--- config.mk ---
export PLATFORM = sky130hd
export DESIGN_NAME = string_escape_decoder_flat
export DESIGN_NICKNAME = d
export VERILOG_FILES = /design/src/sv/sed_pkg.sv /design/src/sv/sed_if.sv /design/src/sv/string_escape_decoder.sv /design/src/sv/sed_front.sv /design/src/sv/sed_back.sv /design/src/flat_wrapper.sv
export SDC_FILE = /design/constraint.sdc
export NUM_CORES = 1
export LEC_CHECK = 0
export BUFFER_PORTS_ARGS = -buffer_cell sky130_fd_sc_hd__buf_2
export CAP_MARGIN = 20
export CORE_MARGIN = 2
export CORE_UTILIZATION = 45
export DETAILED_ROUTE_END_ITERATION = 8
export RECOVER_POWER = 50
export SYNTH_ARGS = -nofsm -noshare
export SYNTH_HDL_FRONTEND = slang
export SYNTH_SLANG_ARGS = --single-unit
--- constraint.sdc ---
create_clock -name clk -period 6.7 [get_ports clk]
set_clock_uncertainty 0.2 [all_clocks]
set_input_delay 2.01 -clock clk [delete_from_list [all_inputs] [get_ports clk]]
set_output_delay 2.01 -clock clk [all_outputs]
set_load 0.03 [all_outputs]
--- src/sv/sed_pkg.sv ---
`timescale 1ns / 1ps
// Shared types, character codes and byte classification for the string escape decoder.
// No dependencies; used by sed_front, sed_back and the top level.
package sed_pkg;

  localparam int QUEUE_DEPTH = 2;
  localparam int QPTR_W      = $clog2(QUEUE_DEPTH);
  localparam int QCNT_W      = $clog2(QUEUE_DEPTH + 1);
  localparam int ACC_W       = 32;

  localparam logic [7:0] CH_BSLASH = 8'h5C;
  localparam logic [7:0] CH_QUOTE  = 8'h27;
  localparam logic [7:0] CH_DQUOTE = 8'h22;
  localparam logic [7:0] CH_QMARK  = 8'h3F;
  localparam logic [7:0] CH_X      = 8'h78;
  localparam logic [7:0] CH_ZERO   = 8'h30;
  localparam logic [7:0] CH_SEVEN  = 8'h37;
  localparam logic [7:0] CH_NINE   = 8'h39;
  localparam logic [7:0] CH_LA     = 8'h61;
  localparam logic [7:0] CH_LF     = 8'h66;
  localparam logic [7:0] CH_UA     = 8'h41;
  localparam logic [7:0] CH_UF     = 8'h46;
  localparam logic [7:0] CH_LB     = 8'h62;
  localparam logic [7:0] CH_LN     = 8'h6E;
  localparam logic [7:0] CH_LR     = 8'h72;
  localparam logic [7:0] CH_LT     = 8'h74;
  localparam logic [7:0] CH_LV     = 8'h76;
  localparam logic [7:0] CH_LE     = 8'h65;
  localparam logic [7:0] CH_UE     = 8'h45;

  localparam logic [7:0] VAL_BEL = 8'd7;
  localparam logic [7:0] VAL_BS  = 8'd8;
  localparam logic [7:0] VAL_HT  = 8'd9;
  localparam logic [7:0] VAL_LF  = 8'd10;
  localparam logic [7:0] VAL_VT  = 8'd11;
  localparam logic [7:0] VAL_FF  = 8'd12;
  localparam logic [7:0] VAL_CR  = 8'd13;
  localparam logic [7:0] VAL_ESC = 8'd27;

  // Classified input byte, as it travels through the queue
  typedef struct packed {
    logic [7:0] in_byte;
    logic       end_of_piece;
    logic       is_bslash;
    logic       is_x;
    logic       is_oct;
    logic       is_hex;
    logic [3:0] hex_val;
    logic [7:0] esc_val;
    logic       esc_ns;
  } item_t;

  typedef struct packed {
    logic [7:0] char_value;
    logic       run_last;
    logic       piece_end;
    logic       no_digits_error;
    logic       value_too_large;
    logic       nonstandard_escape;
  } result_t;

  function automatic item_t classify(input logic [7:0] b, input logic e);
    item_t it;
    logic  dec, lo, up;
    dec = (b >= CH_ZERO) && (b <= CH_NINE);
    lo  = (b >= CH_LA) && (b <= CH_LF);
    up  = (b >= CH_UA) && (b <= CH_UF);
    it.in_byte      = b;
    it.end_of_piece = e;
    it.is_bslash    = (b == CH_BSLASH);
    it.is_x         = (b == CH_X);
    it.is_oct       = (b >= CH_ZERO) && (b <= CH_SEVEN);
    it.is_hex       = dec || lo || up;
    // letters a-f and A-F share a low nibble of 1..6
    it.hex_val      = dec ? b[3:0] : (b[3:0] + 4'd9);
    it.esc_val      = b;
    it.esc_ns       = 1'b0;
    unique case (b)
      CH_BSLASH, CH_QUOTE, CH_DQUOTE, CH_QMARK: it.esc_val = b;
      CH_LA: it.esc_val = VAL_BEL;
      CH_LB: it.esc_val = VAL_BS;
      CH_LF: it.esc_val = VAL_FF;
      CH_LN: it.esc_val = VAL_LF;
      CH_LR: it.esc_val = VAL_CR;
      CH_LT: it.esc_val = VAL_HT;
      CH_LV: it.esc_val = VAL_VT;
      CH_LE, CH_UE: begin
        it.esc_val = VAL_ESC;
        it.esc_ns  = 1'b1;
      end
      default: it.esc_ns = 1'b1;
    endcase
    return it;
  endfunction

endpackage

--- src/sv/sed_if.sv ---
`timescale 1ns / 1ps
// Channel interfaces for the string escape decoder: body bytes in, decoded characters out.
// No dependencies.
interface sed_in_if;
  logic       valid;
  logic       ready;
  logic [7:0] in_byte;
  logic       end_of_piece;

  modport source (output valid, output in_byte, output end_of_piece, input ready);
  modport sink (input valid, input in_byte, input end_of_piece, output ready);
endinterface

interface sed_out_if;
  logic       valid;
  logic       ready;
  logic [7:0] char_value;
  logic       run_last;
  logic       piece_end;
  logic       no_digits_error;
  logic       value_too_large;
  logic       nonstandard_escape;

  modport source (output valid, output char_value, output run_last, output piece_end,
                  output no_digits_error, output value_too_large,
                  output nonstandard_escape, input ready);
  modport sink (input valid, input char_value, input run_last, input piece_end,
                input no_digits_error, input value_too_large,
                input nonstandard_escape, output ready);
endinterface

--- src/sv/string_escape_decoder.sv ---
`timescale 1ns / 1ps
// Top level of the string escape decoder: joins the classifying front end and the decoding back end.
// Depends on sed_pkg, sed_if, sed_front and sed_back.
//
// Decodes the body bytes of string literals, one byte per transaction, into characters, with
// C escapes resolved and error flags per character. A byte is taken every cycle while the
// two-entry front queue has room; a byte that yields one character or none keeps the back end
// at one byte per cycle while the output is taken. A byte that yields two characters (a numeric
// escape flushed by the byte after it, or a hex escape with no digits) has its second character
// held in the holding stage, and no new byte is taken until it reaches the output register.
// There is no clearing pass; the block accepts bytes straight after reset.
module string_escape_decoder (
  input  logic      clk,
  input  logic      rst,
  sed_in_if.sink    byte_ch,
  sed_out_if.source char_ch
);
  import sed_pkg::*;

  logic  q_valid;
  logic  q_ready;
  item_t q_item;

  sed_front u_front (
    .clk     (clk),
    .rst     (rst),
    .byte_ch (byte_ch),
    .q_valid (q_valid),
    .q_ready (q_ready),
    .q_item  (q_item)
  );

  sed_back u_back (
    .clk     (clk),
    .rst     (rst),
    .q_valid (q_valid),
    .q_ready (q_ready),
    .q_item  (q_item),
    .char_ch (char_ch)
  );

  // a character that ends a piece is always the last one of its byte
  a_piece_end_last: assert property (@(posedge clk) disable iff (rst)
    char_ch.valid && char_ch.piece_end |-> char_ch.run_last)
    else $error("piece end on a character that is not the last of its byte");

  // an escape with no digits yields zero and carries no other flag
  a_no_digits_clean: assert property (@(posedge clk) disable iff (rst)
    char_ch.valid && char_ch.no_digits_error |->
      char_ch.char_value == 8'd0 && !char_ch.value_too_large && !char_ch.nonstandard_escape)
    else $error("missing-digit error with a value or another flag");

  // numeric overflow and a nonstandard escape never meet on one character
  a_flags_exclusive: assert property (@(posedge clk) disable iff (rst)
    char_ch.valid && char_ch.value_too_large |-> !char_ch.nonstandard_escape)
    else $error("overflow flagged on a nonstandard escape");

endmodule

--- src/sv/sed_front.sv ---
`timescale 1ns / 1ps
// Front end: classifies each accepted byte and holds it in a short queue for the back end.
// Depends on sed_pkg and sed_in_if.
module sed_front (
  input  logic           clk,
  input  logic           rst,
  sed_in_if.sink         byte_ch,
  output logic           q_valid,
  input  logic           q_ready,
  output sed_pkg::item_t q_item
);
  import sed_pkg::*;

  item_t              entries [QUEUE_DEPTH];
  logic [QPTR_W-1:0]  wr_ptr;
  logic [QPTR_W-1:0]  rd_ptr;
  logic [QCNT_W-1:0]  count;
  logic               push;
  logic               pop;

  assign byte_ch.ready = (count != QCNT_W'(QUEUE_DEPTH));
  assign push          = byte_ch.valid && byte_ch.ready;
  assign q_valid       = (count != '0);
  assign pop           = q_valid && q_ready;
  assign q_item        = entries[rd_ptr];

  always_ff @(posedge clk) begin
    if (rst) begin
      wr_ptr <= '0;
      rd_ptr <= '0;
      count  <= '0;
    end else begin
      if (push) begin
        entries[wr_ptr] <= classify(byte_ch.in_byte, byte_ch.end_of_piece);
        wr_ptr          <= (wr_ptr == QPTR_W'(QUEUE_DEPTH - 1)) ? '0 : wr_ptr + 1'b1;
      end
      if (pop) begin
        rd_ptr <= (rd_ptr == QPTR_W'(QUEUE_DEPTH - 1)) ? '0 : rd_ptr + 1'b1;
      end
      unique case ({push, pop})
        2'b10:   count <= count + 1'b1;
        2'b01:   count <= count - 1'b1;
        default: count <= count;
      endcase
    end
  end

endmodule

--- src/sv/sed_back.sv ---
`timescale 1ns / 1ps
// Back end: escape state machine, output register and a second-result holding stage.
// Depends on sed_pkg and sed_out_if.
module sed_back (
  input  logic           clk,
  input  logic           rst,
  input  logic           q_valid,
  output logic           q_ready,
  input  sed_pkg::item_t q_item,
  sed_out_if.source      char_ch
);
  import sed_pkg::*;

  typedef enum logic [2:0] {
    S_IDLE,
    S_BACKSLASH,
    S_OCTAL,
    S_HEX_START,
    S_HEX
  } mode_t;

  mode_t             mode, mode_next;
  logic [ACC_W-1:0]  acc, acc_next;
  logic [1:0]        cnt, cnt_next;
  logic              sticky, sticky_next;
  logic [1:0]        nres;
  result_t           r0, r1;
  result_t           out_data, pend_data;
  logic              out_valid, pend_valid;
  logic              load;
  logic              take;

  logic [8:0]        oct_acc;
  logic [ACC_W-1:0]  hex_acc;
  logic              hex_ovf;
  logic              plain_emit;
  result_t           plain_res;
  mode_t             plain_mode;

  assign load    = !out_valid || char_ch.ready;
  assign take    = q_valid && load && !pend_valid;
  assign q_ready = load && !pend_valid;

  assign char_ch.valid              = out_valid;
  assign char_ch.char_value         = out_data.char_value;
  assign char_ch.run_last           = out_data.run_last;
  assign char_ch.piece_end          = out_data.piece_end;
  assign char_ch.no_digits_error    = out_data.no_digits_error;
  assign char_ch.value_too_large    = out_data.value_too_large;
  assign char_ch.nonstandard_escape = out_data.nonstandard_escape;

  always_comb begin
    oct_acc = {acc[5:0], q_item.in_byte[2:0]};
    hex_acc = {acc[ACC_W-5:0], q_item.hex_val};
    hex_ovf = sticky || (|acc[ACC_W-1:ACC_W-4]);

    // a byte outside an escape: a trailing backslash is an error, another opens an escape, any other byte passes
    plain_emit = !q_item.is_bslash || q_item.end_of_piece;
    plain_res  = '0;
    if (q_item.is_bslash) begin
      plain_res.piece_end       = 1'b1;
      plain_res.no_digits_error = 1'b1;
    end else begin
      plain_res.char_value = q_item.in_byte;
      plain_res.piece_end  = q_item.end_of_piece;
    end
    plain_mode = (q_item.is_bslash && !q_item.end_of_piece) ? S_BACKSLASH : S_IDLE;

    mode_next   = mode;
    acc_next    = acc;
    cnt_next    = cnt;
    sticky_next = sticky;
    nres        = 2'd0;
    r0          = '0;
    r1          = '0;

    unique case (mode)
      S_IDLE: begin
        mode_next = plain_mode;
        acc_next  = '0;
        cnt_next  = '0;
        sticky_next = 1'b0;
        if (plain_emit) begin
          nres = 2'd1;
          r0   = plain_res;
        end
      end
      S_BACKSLASH: begin
        mode_next   = S_IDLE;
        acc_next    = '0;
        cnt_next    = '0;
        sticky_next = 1'b0;
        if (q_item.is_x) begin
          if (q_item.end_of_piece) begin
            nres              = 2'd1;
            r0.piece_end       = 1'b1;
            r0.no_digits_error = 1'b1;
          end else begin
            mode_next = S_HEX_START;
          end
        end else if (q_item.is_oct) begin
          if (q_item.end_of_piece) begin
            nres          = 2'd1;
            r0.char_value = {5'd0, q_item.in_byte[2:0]};
            r0.piece_end  = 1'b1;
          end else begin
            acc_next  = ACC_W'(q_item.in_byte[2:0]);
            cnt_next  = 2'd1;
            mode_next = S_OCTAL;
          end
        end else begin
          nres                  = 2'd1;
          r0.char_value         = q_item.esc_val;
          r0.piece_end          = q_item.end_of_piece;
          r0.nonstandard_escape = q_item.esc_ns;
        end
      end
      S_OCTAL: begin
        if (q_item.is_oct) begin
          // third digit or end of piece closes the escape
          if (q_item.end_of_piece || cnt == 2'd2) begin
            nres               = 2'd1;
            r0.char_value      = oct_acc[7:0];
            r0.piece_end       = q_item.end_of_piece;
            r0.value_too_large = oct_acc[8];
            mode_next          = S_IDLE;
            acc_next           = '0;
            cnt_next           = '0;
          end else begin
            acc_next = ACC_W'(oct_acc);
            cnt_next = cnt + 2'd1;
          end
        end else begin
          r0.char_value      = acc[7:0];
          r0.value_too_large = |acc[ACC_W-1:8];
          nres               = plain_emit ? 2'd2 : 2'd1;
          r1                 = plain_res;
          mode_next          = plain_mode;
          acc_next           = '0;
          cnt_next           = '0;
        end
      end
      S_HEX_START: begin
        if (q_item.is_hex) begin
          sticky_next = 1'b0;
          if (q_item.end_of_piece) begin
            nres          = 2'd1;
            r0.char_value = {4'd0, q_item.hex_val};
            r0.piece_end  = 1'b1;
            mode_next     = S_IDLE;
            acc_next      = '0;
          end else begin
            acc_next  = ACC_W'(q_item.hex_val);
            mode_next = S_HEX;
          end
        end else begin
          r0.no_digits_error = 1'b1;
          nres               = plain_emit ? 2'd2 : 2'd1;
          r1                 = plain_res;
          mode_next          = plain_mode;
          acc_next           = '0;
          sticky_next        = 1'b0;
        end
      end
      S_HEX: begin
        if (q_item.is_hex) begin
          if (q_item.end_of_piece) begin
            nres               = 2'd1;
            r0.char_value      = hex_acc[7:0];
            r0.piece_end       = 1'b1;
            r0.value_too_large = hex_ovf || (|hex_acc[ACC_W-1:8]);
            mode_next          = S_IDLE;
            acc_next           = '0;
            sticky_next        = 1'b0;
          end else begin
            acc_next    = hex_acc;
            sticky_next = hex_ovf;
          end
        end else begin
          r0.char_value      = acc[7:0];
          r0.value_too_large = sticky || (|acc[ACC_W-1:8]);
          nres               = plain_emit ? 2'd2 : 2'd1;
          r1                 = plain_res;
          mode_next          = plain_mode;
          acc_next           = '0;
          sticky_next        = 1'b0;
        end
      end
      default: begin
        mode_next   = S_IDLE;
        acc_next    = '0;
        cnt_next    = '0;
        sticky_next = 1'b0;
      end
    endcase

    // end of piece always drops any escape in progress
    if (q_item.end_of_piece) begin
      mode_next   = S_IDLE;
      acc_next    = '0;
      cnt_next    = '0;
      sticky_next = 1'b0;
    end

    r0.run_last = (nres == 2'd1);
    r1.run_last = 1'b1;
  end

  always_ff @(posedge clk) begin
    if (rst) begin
      mode       <= S_IDLE;
      acc        <= '0;
      cnt        <= '0;
      sticky     <= 1'b0;
      out_valid  <= 1'b0;
      pend_valid <= 1'b0;
    end else if (load) begin
      if (pend_valid) begin
        out_data   <= pend_data;
        out_valid  <= 1'b1;
        pend_valid <= 1'b0;
      end else if (take) begin
        mode      <= mode_next;
        acc       <= acc_next;
        cnt       <= cnt_next;
        sticky    <= sticky_next;
        out_data  <= r0;
        out_valid <= (nres != 2'd0);
        // hold the second result until the first has gone
        pend_data  <= r1;
        pend_valid <= (nres == 2'd2);
      end else begin
        out_valid <= 1'b0;
      end
    end
  end

endmodule

--- src/flat_wrapper.sv ---
// flat-port wrapper written by rule: the top's interface ports become plain ports
module string_escape_decoder_flat import sed_pkg::*;
  (clk, rst, byte_ch_valid, byte_ch_in_byte, byte_ch_end_of_piece, byte_ch_ready, char_ch_valid, char_ch_char_value, char_ch_run_last, char_ch_piece_end, char_ch_no_digits_error, char_ch_value_too_large, char_ch_nonstandard_escape, char_ch_ready);
  sed_in_if byte_ch_i ();
  sed_out_if char_ch_i ();
  input  logic clk;
  input  logic rst;
  input wire logic [$bits(byte_ch_i.valid)-1:0] byte_ch_valid;
  input wire logic [$bits(byte_ch_i.in_byte)-1:0] byte_ch_in_byte;
  input wire logic [$bits(byte_ch_i.end_of_piece)-1:0] byte_ch_end_of_piece;
  output wire logic [$bits(byte_ch_i.ready)-1:0] byte_ch_ready;
  output wire logic [$bits(char_ch_i.valid)-1:0] char_ch_valid;
  output wire logic [$bits(char_ch_i.char_value)-1:0] char_ch_char_value;
  output wire logic [$bits(char_ch_i.run_last)-1:0] char_ch_run_last;
  output wire logic [$bits(char_ch_i.piece_end)-1:0] char_ch_piece_end;
  output wire logic [$bits(char_ch_i.no_digits_error)-1:0] char_ch_no_digits_error;
  output wire logic [$bits(char_ch_i.value_too_large)-1:0] char_ch_value_too_large;
  output wire logic [$bits(char_ch_i.nonstandard_escape)-1:0] char_ch_nonstandard_escape;
  input wire logic [$bits(char_ch_i.ready)-1:0] char_ch_ready;
  assign byte_ch_i.valid = byte_ch_valid;
  assign byte_ch_i.in_byte = byte_ch_in_byte;
  assign byte_ch_i.end_of_piece = byte_ch_end_of_piece;
  assign byte_ch_ready = byte_ch_i.ready;
  assign char_ch_valid = char_ch_i.valid;
  assign char_ch_char_value = char_ch_i.char_value;
  assign char_ch_run_last = char_ch_i.run_last;
  assign char_ch_piece_end = char_ch_i.piece_end;
  assign char_ch_no_digits_error = char_ch_i.no_digits_error;
  assign char_ch_value_too_large = char_ch_i.value_too_large;
  assign char_ch_nonstandard_escape = char_ch_i.nonstandard_escape;
  assign char_ch_i.ready = char_ch_ready;
  string_escape_decoder u_core (.clk(clk), .rst(rst), .byte_ch(byte_ch_i), .char_ch(char_ch_i));
endmodule
==> results.py <==
metrics = {
    "status": {
        "status": "finished with violations",
        "violations": "max-capacitance violations, max-slew violations",
    },
    "floorplanning": {
        "start_util_pct": 45.97,
        "fp-row-count": 41,
        "die_area_um2": 13760,
        "io_pins": 28,
        "core_region_area_um2": 12570,
        "die_h_um": 117.3,
        "die_w_um": 117.3,
    },
    "critical_path": {
        "critPathArrivalTime_ns": 4.32,
        "crit_path_end_kind": "flip-flop",
        "reg2reg_depth": 6,
        "critPathLaunchType": "input port",
        "required_ns": 6.44,
        "worst-path-max-fanout": 50,
        "criticalPathCategory": "in2reg",
    },
    "clock_tree": {
        "insertion_delay_ns": 0.42,
        "cts_root_buffer": "clkbuf_16",
        "ctsLongestPathBuffers": 2,
        "cts-htree-levels": 4,
        "clkSlewWorstSetupHoldPaths_ns": 0.06,
        "cts-resized-gates": 0,
        "postCtsSetupBuffers": 0,
        "numCtsBuffers": 17,
        "cts_tree": "yes",
        "cts_hold_buf": 0,
        "cts.sinks": 120,
    },
    "power_and_ir_drop": {
        "total_leakage_power_nw": 2.224,
        "ir_worst_vdd_mv": 0.1856,
        "power_density_nw_per_um2": 343.3,
    },
    "yosys": {
        "async_flop_share_pct": 0,
        "synth_most_common_cell": "edfxtp_1",
        "ys_ff_latch": 120,
        "synth.yosys.seq_area_share_pct": 54.57,
        "netlist_area_um2": 5778,
        "synthDistinctLibCells": 68,
        "yosys_warnings": 0,
        "synth_common_cells": "edfxtp_1, nor2_1, dfxtp_1, nand2_1, mux2i_1",
        "synth_top_area_share_pct": 38.98,
        "yosys.area.top_type": "edfxtp_1",
        "ys_top_cells_by_area": "edfxtp_1, dfxtp_1, mux2i_1",
        "synth_edf_count": 75,
        "synth_cells": 537,
        "synthFlopType": "edfxtp_1",
        "syn_nets": 557,
        "avgSynthCellArea_um2": 10.76,
    },
    "worst_hold_path": {
        "hold_depth": 2,
        "hp-class": "reg2reg",
    },
    "sta": {
        "period_share_pct": 68.32,
        "rsz0062_at_grt": "false",
        "fmax_ghz": 0.2184,
        "setup_viol": 0,
        "max_slew_margin_pct": -43.15,
        "finalMaxSlewViolations": 112,
        "fin_setup_tns_ns": 0,
        "fin_crit_ns": 4.578,
        "tightest_slew_ns": 2.147,
        "setup_ws_ns": 2.122,
        "final-hold-violation-count": 0,
    },
    "global_routing": {
        "grt_pass1_wl_um": 21780,
        "met3_usage_pct": 5.447,
        "grt_pass1_vias": 4070,
        "track_usage_pct": 20.12,
        "overflow": 0,
        "grt_max_degree": 51,
        "use_met1_pct": 27.92,
        "gr-max-usage-layer": "met2",
        "antenna_found_initial": 0,
        "grt_use_met2_pct": 29.31,
    },
    "detailed_routing": {
        "dr.pass1.iters": 7,
        "drtIter0Drc": 448,
        "viasPerCell": 5.880,
        "via_count": 4345,
        "wl_per_cell_um": 18.13,
        "antenna_left": 0,
        "drc_errors": 0,
        "totalWireLength_um": 13400,
    },
    "final_layout": {
        "drive_gt1_share_pct": 10.05,
        "diodes": 0,
        "syn2layout_area_growth_pct": 12.67,
        "fin_util_pct": 51.80,
        "layout.nets": 574,
    },
    "placement": {
        "dp_hpwl_um": 9247,
        "dpl_worst_slack_ns": 2.155,
        "place_congestion": 0.9329,
        "port_buffers": 27,
    },
    "run": {
        "drv_cap": 3,
    },
}
## state kept, by name, summed over array words and instances (netlist names), named ones only
register and count:
u_core.u_back.acc 32, u_core.u_back.char_ch.char_value 8, u_core.u_back.char_ch.no_digits_error 1, u_core.u_back.char_ch.nonstandard_escape 1
u_core.u_back.char_ch.piece_end 1, u_core.u_back.char_ch.run_last 1, u_core.u_back.char_ch.valid 1, u_core.u_back.char_ch.value_too_large 1
u_core.u_back.cnt 2, u_core.u_back.mode 3, u_core.u_back.pend_data 10, u_core.u_back.pend_valid 1
u_core.u_back.sticky 1, u_core.u_front.count 2, u_core.u_front.entries 52, u_core.u_front.rd_ptr 1
u_core.u_front.wr_ptr 1
## critical path, cell delays in order
cell      delay (ns)
clkbuf_1        1.48
nor3b_1         0.13
clkbuf_1        0.68
## report_power, final
group / leakage, nW / switching, W / internal, W
Clock: 0.271 / 0.000313 / 0.000496
Sequential: 1.06 / 0.0000309 / 0.000874
Combinational: 0.896 / 0.000353 / 0.000168
Total: 2.22 / 0.000697 / 0.00154
## final timing paths
path / startpoint / to / slack (ns)
max reg2reg: flip-flop / u_core.u_back.char_ch.run_last / 2.35
min reg2reg: u_core.u_back.cnt[0] / u_core.u_back.cnt[0] / 0.29
min: u_core.u_back.cnt[0] / u_core.u_back.cnt[0] / 0.29
max: rst / u_core.u_front.entries[1][19] / 2.12
## cell usage in the layout (no fill, tap or decap), drive strengths merged, types with 8 or more instances in the layout
cell type  synthesis  final
edfxtp            75     75
nor4               9      9
inv               10     12
a21oi             25     25
nor2              69     69
nand2             42     42
o21ai             17     17
dfxtp             45     45
clkbuf            22     49
mux2i             34     34
a22oi             31     31
nor3              10     10
buf               14      8
o22ai              8      8
## cell type report
type / count / area [um2]
multi-input combinational: 371 / 2424
inverter: 10 / 37.54
timing repair buffer: 34 / 155.1
tap: 172 / 215.2
fill: 1140 / 6058
clock buffer: 23 / 478.0
sequential: 120 / 3153
clock inverter: 9 / 47.55
## stage by stage
| step | hold slack (ns) | instances | instance area (um2) | power [W] |
|---|---|---|---|---|
| final | 0.2862 | 739 | 6510 | 0.002235 |
| after global routing | 0.3014 | 739 | 6510 | 0.002329 |
| after CTS | 0.2874 | 738 | 6545 | 0.002245 |
| after detailed placement | 0.2801 | 706 | 6020 | 0.001434 |
| after global placement | 0.2724 | 706 | 6020 | 0.001422 |
| after floorplan | 0.2621 | 537 | 5778 | 0.001301 |
## logic make-up (layout without fill, tap and decap cells)
family / Yosys count / in the layout / share of synthesized area, %
buffers and inverters: 46 / 76 / 3.573
flip-flops: 120 / 120 / 54.57
XOR/XNOR: 8 / 8 / 1.213
multiplexers: 40 / 40 / 7.059
adder cells (fa/ha/maj): 7 / 7 / 1.516
AND/OR/NAND/NOR: 182 / 182 / 15.72
AO/OA/AOI/OAI: 134 / 134 / 16.35
## routing by layer
metal / share of wire, % / wire (um)
met5: 0 / 0
met2: 44 / 5893
met3: 6.2 / 829
met1: 47 / 6318
met4: 2.7 / 357
No activity file was read; power rests on OpenSTA's default activity.
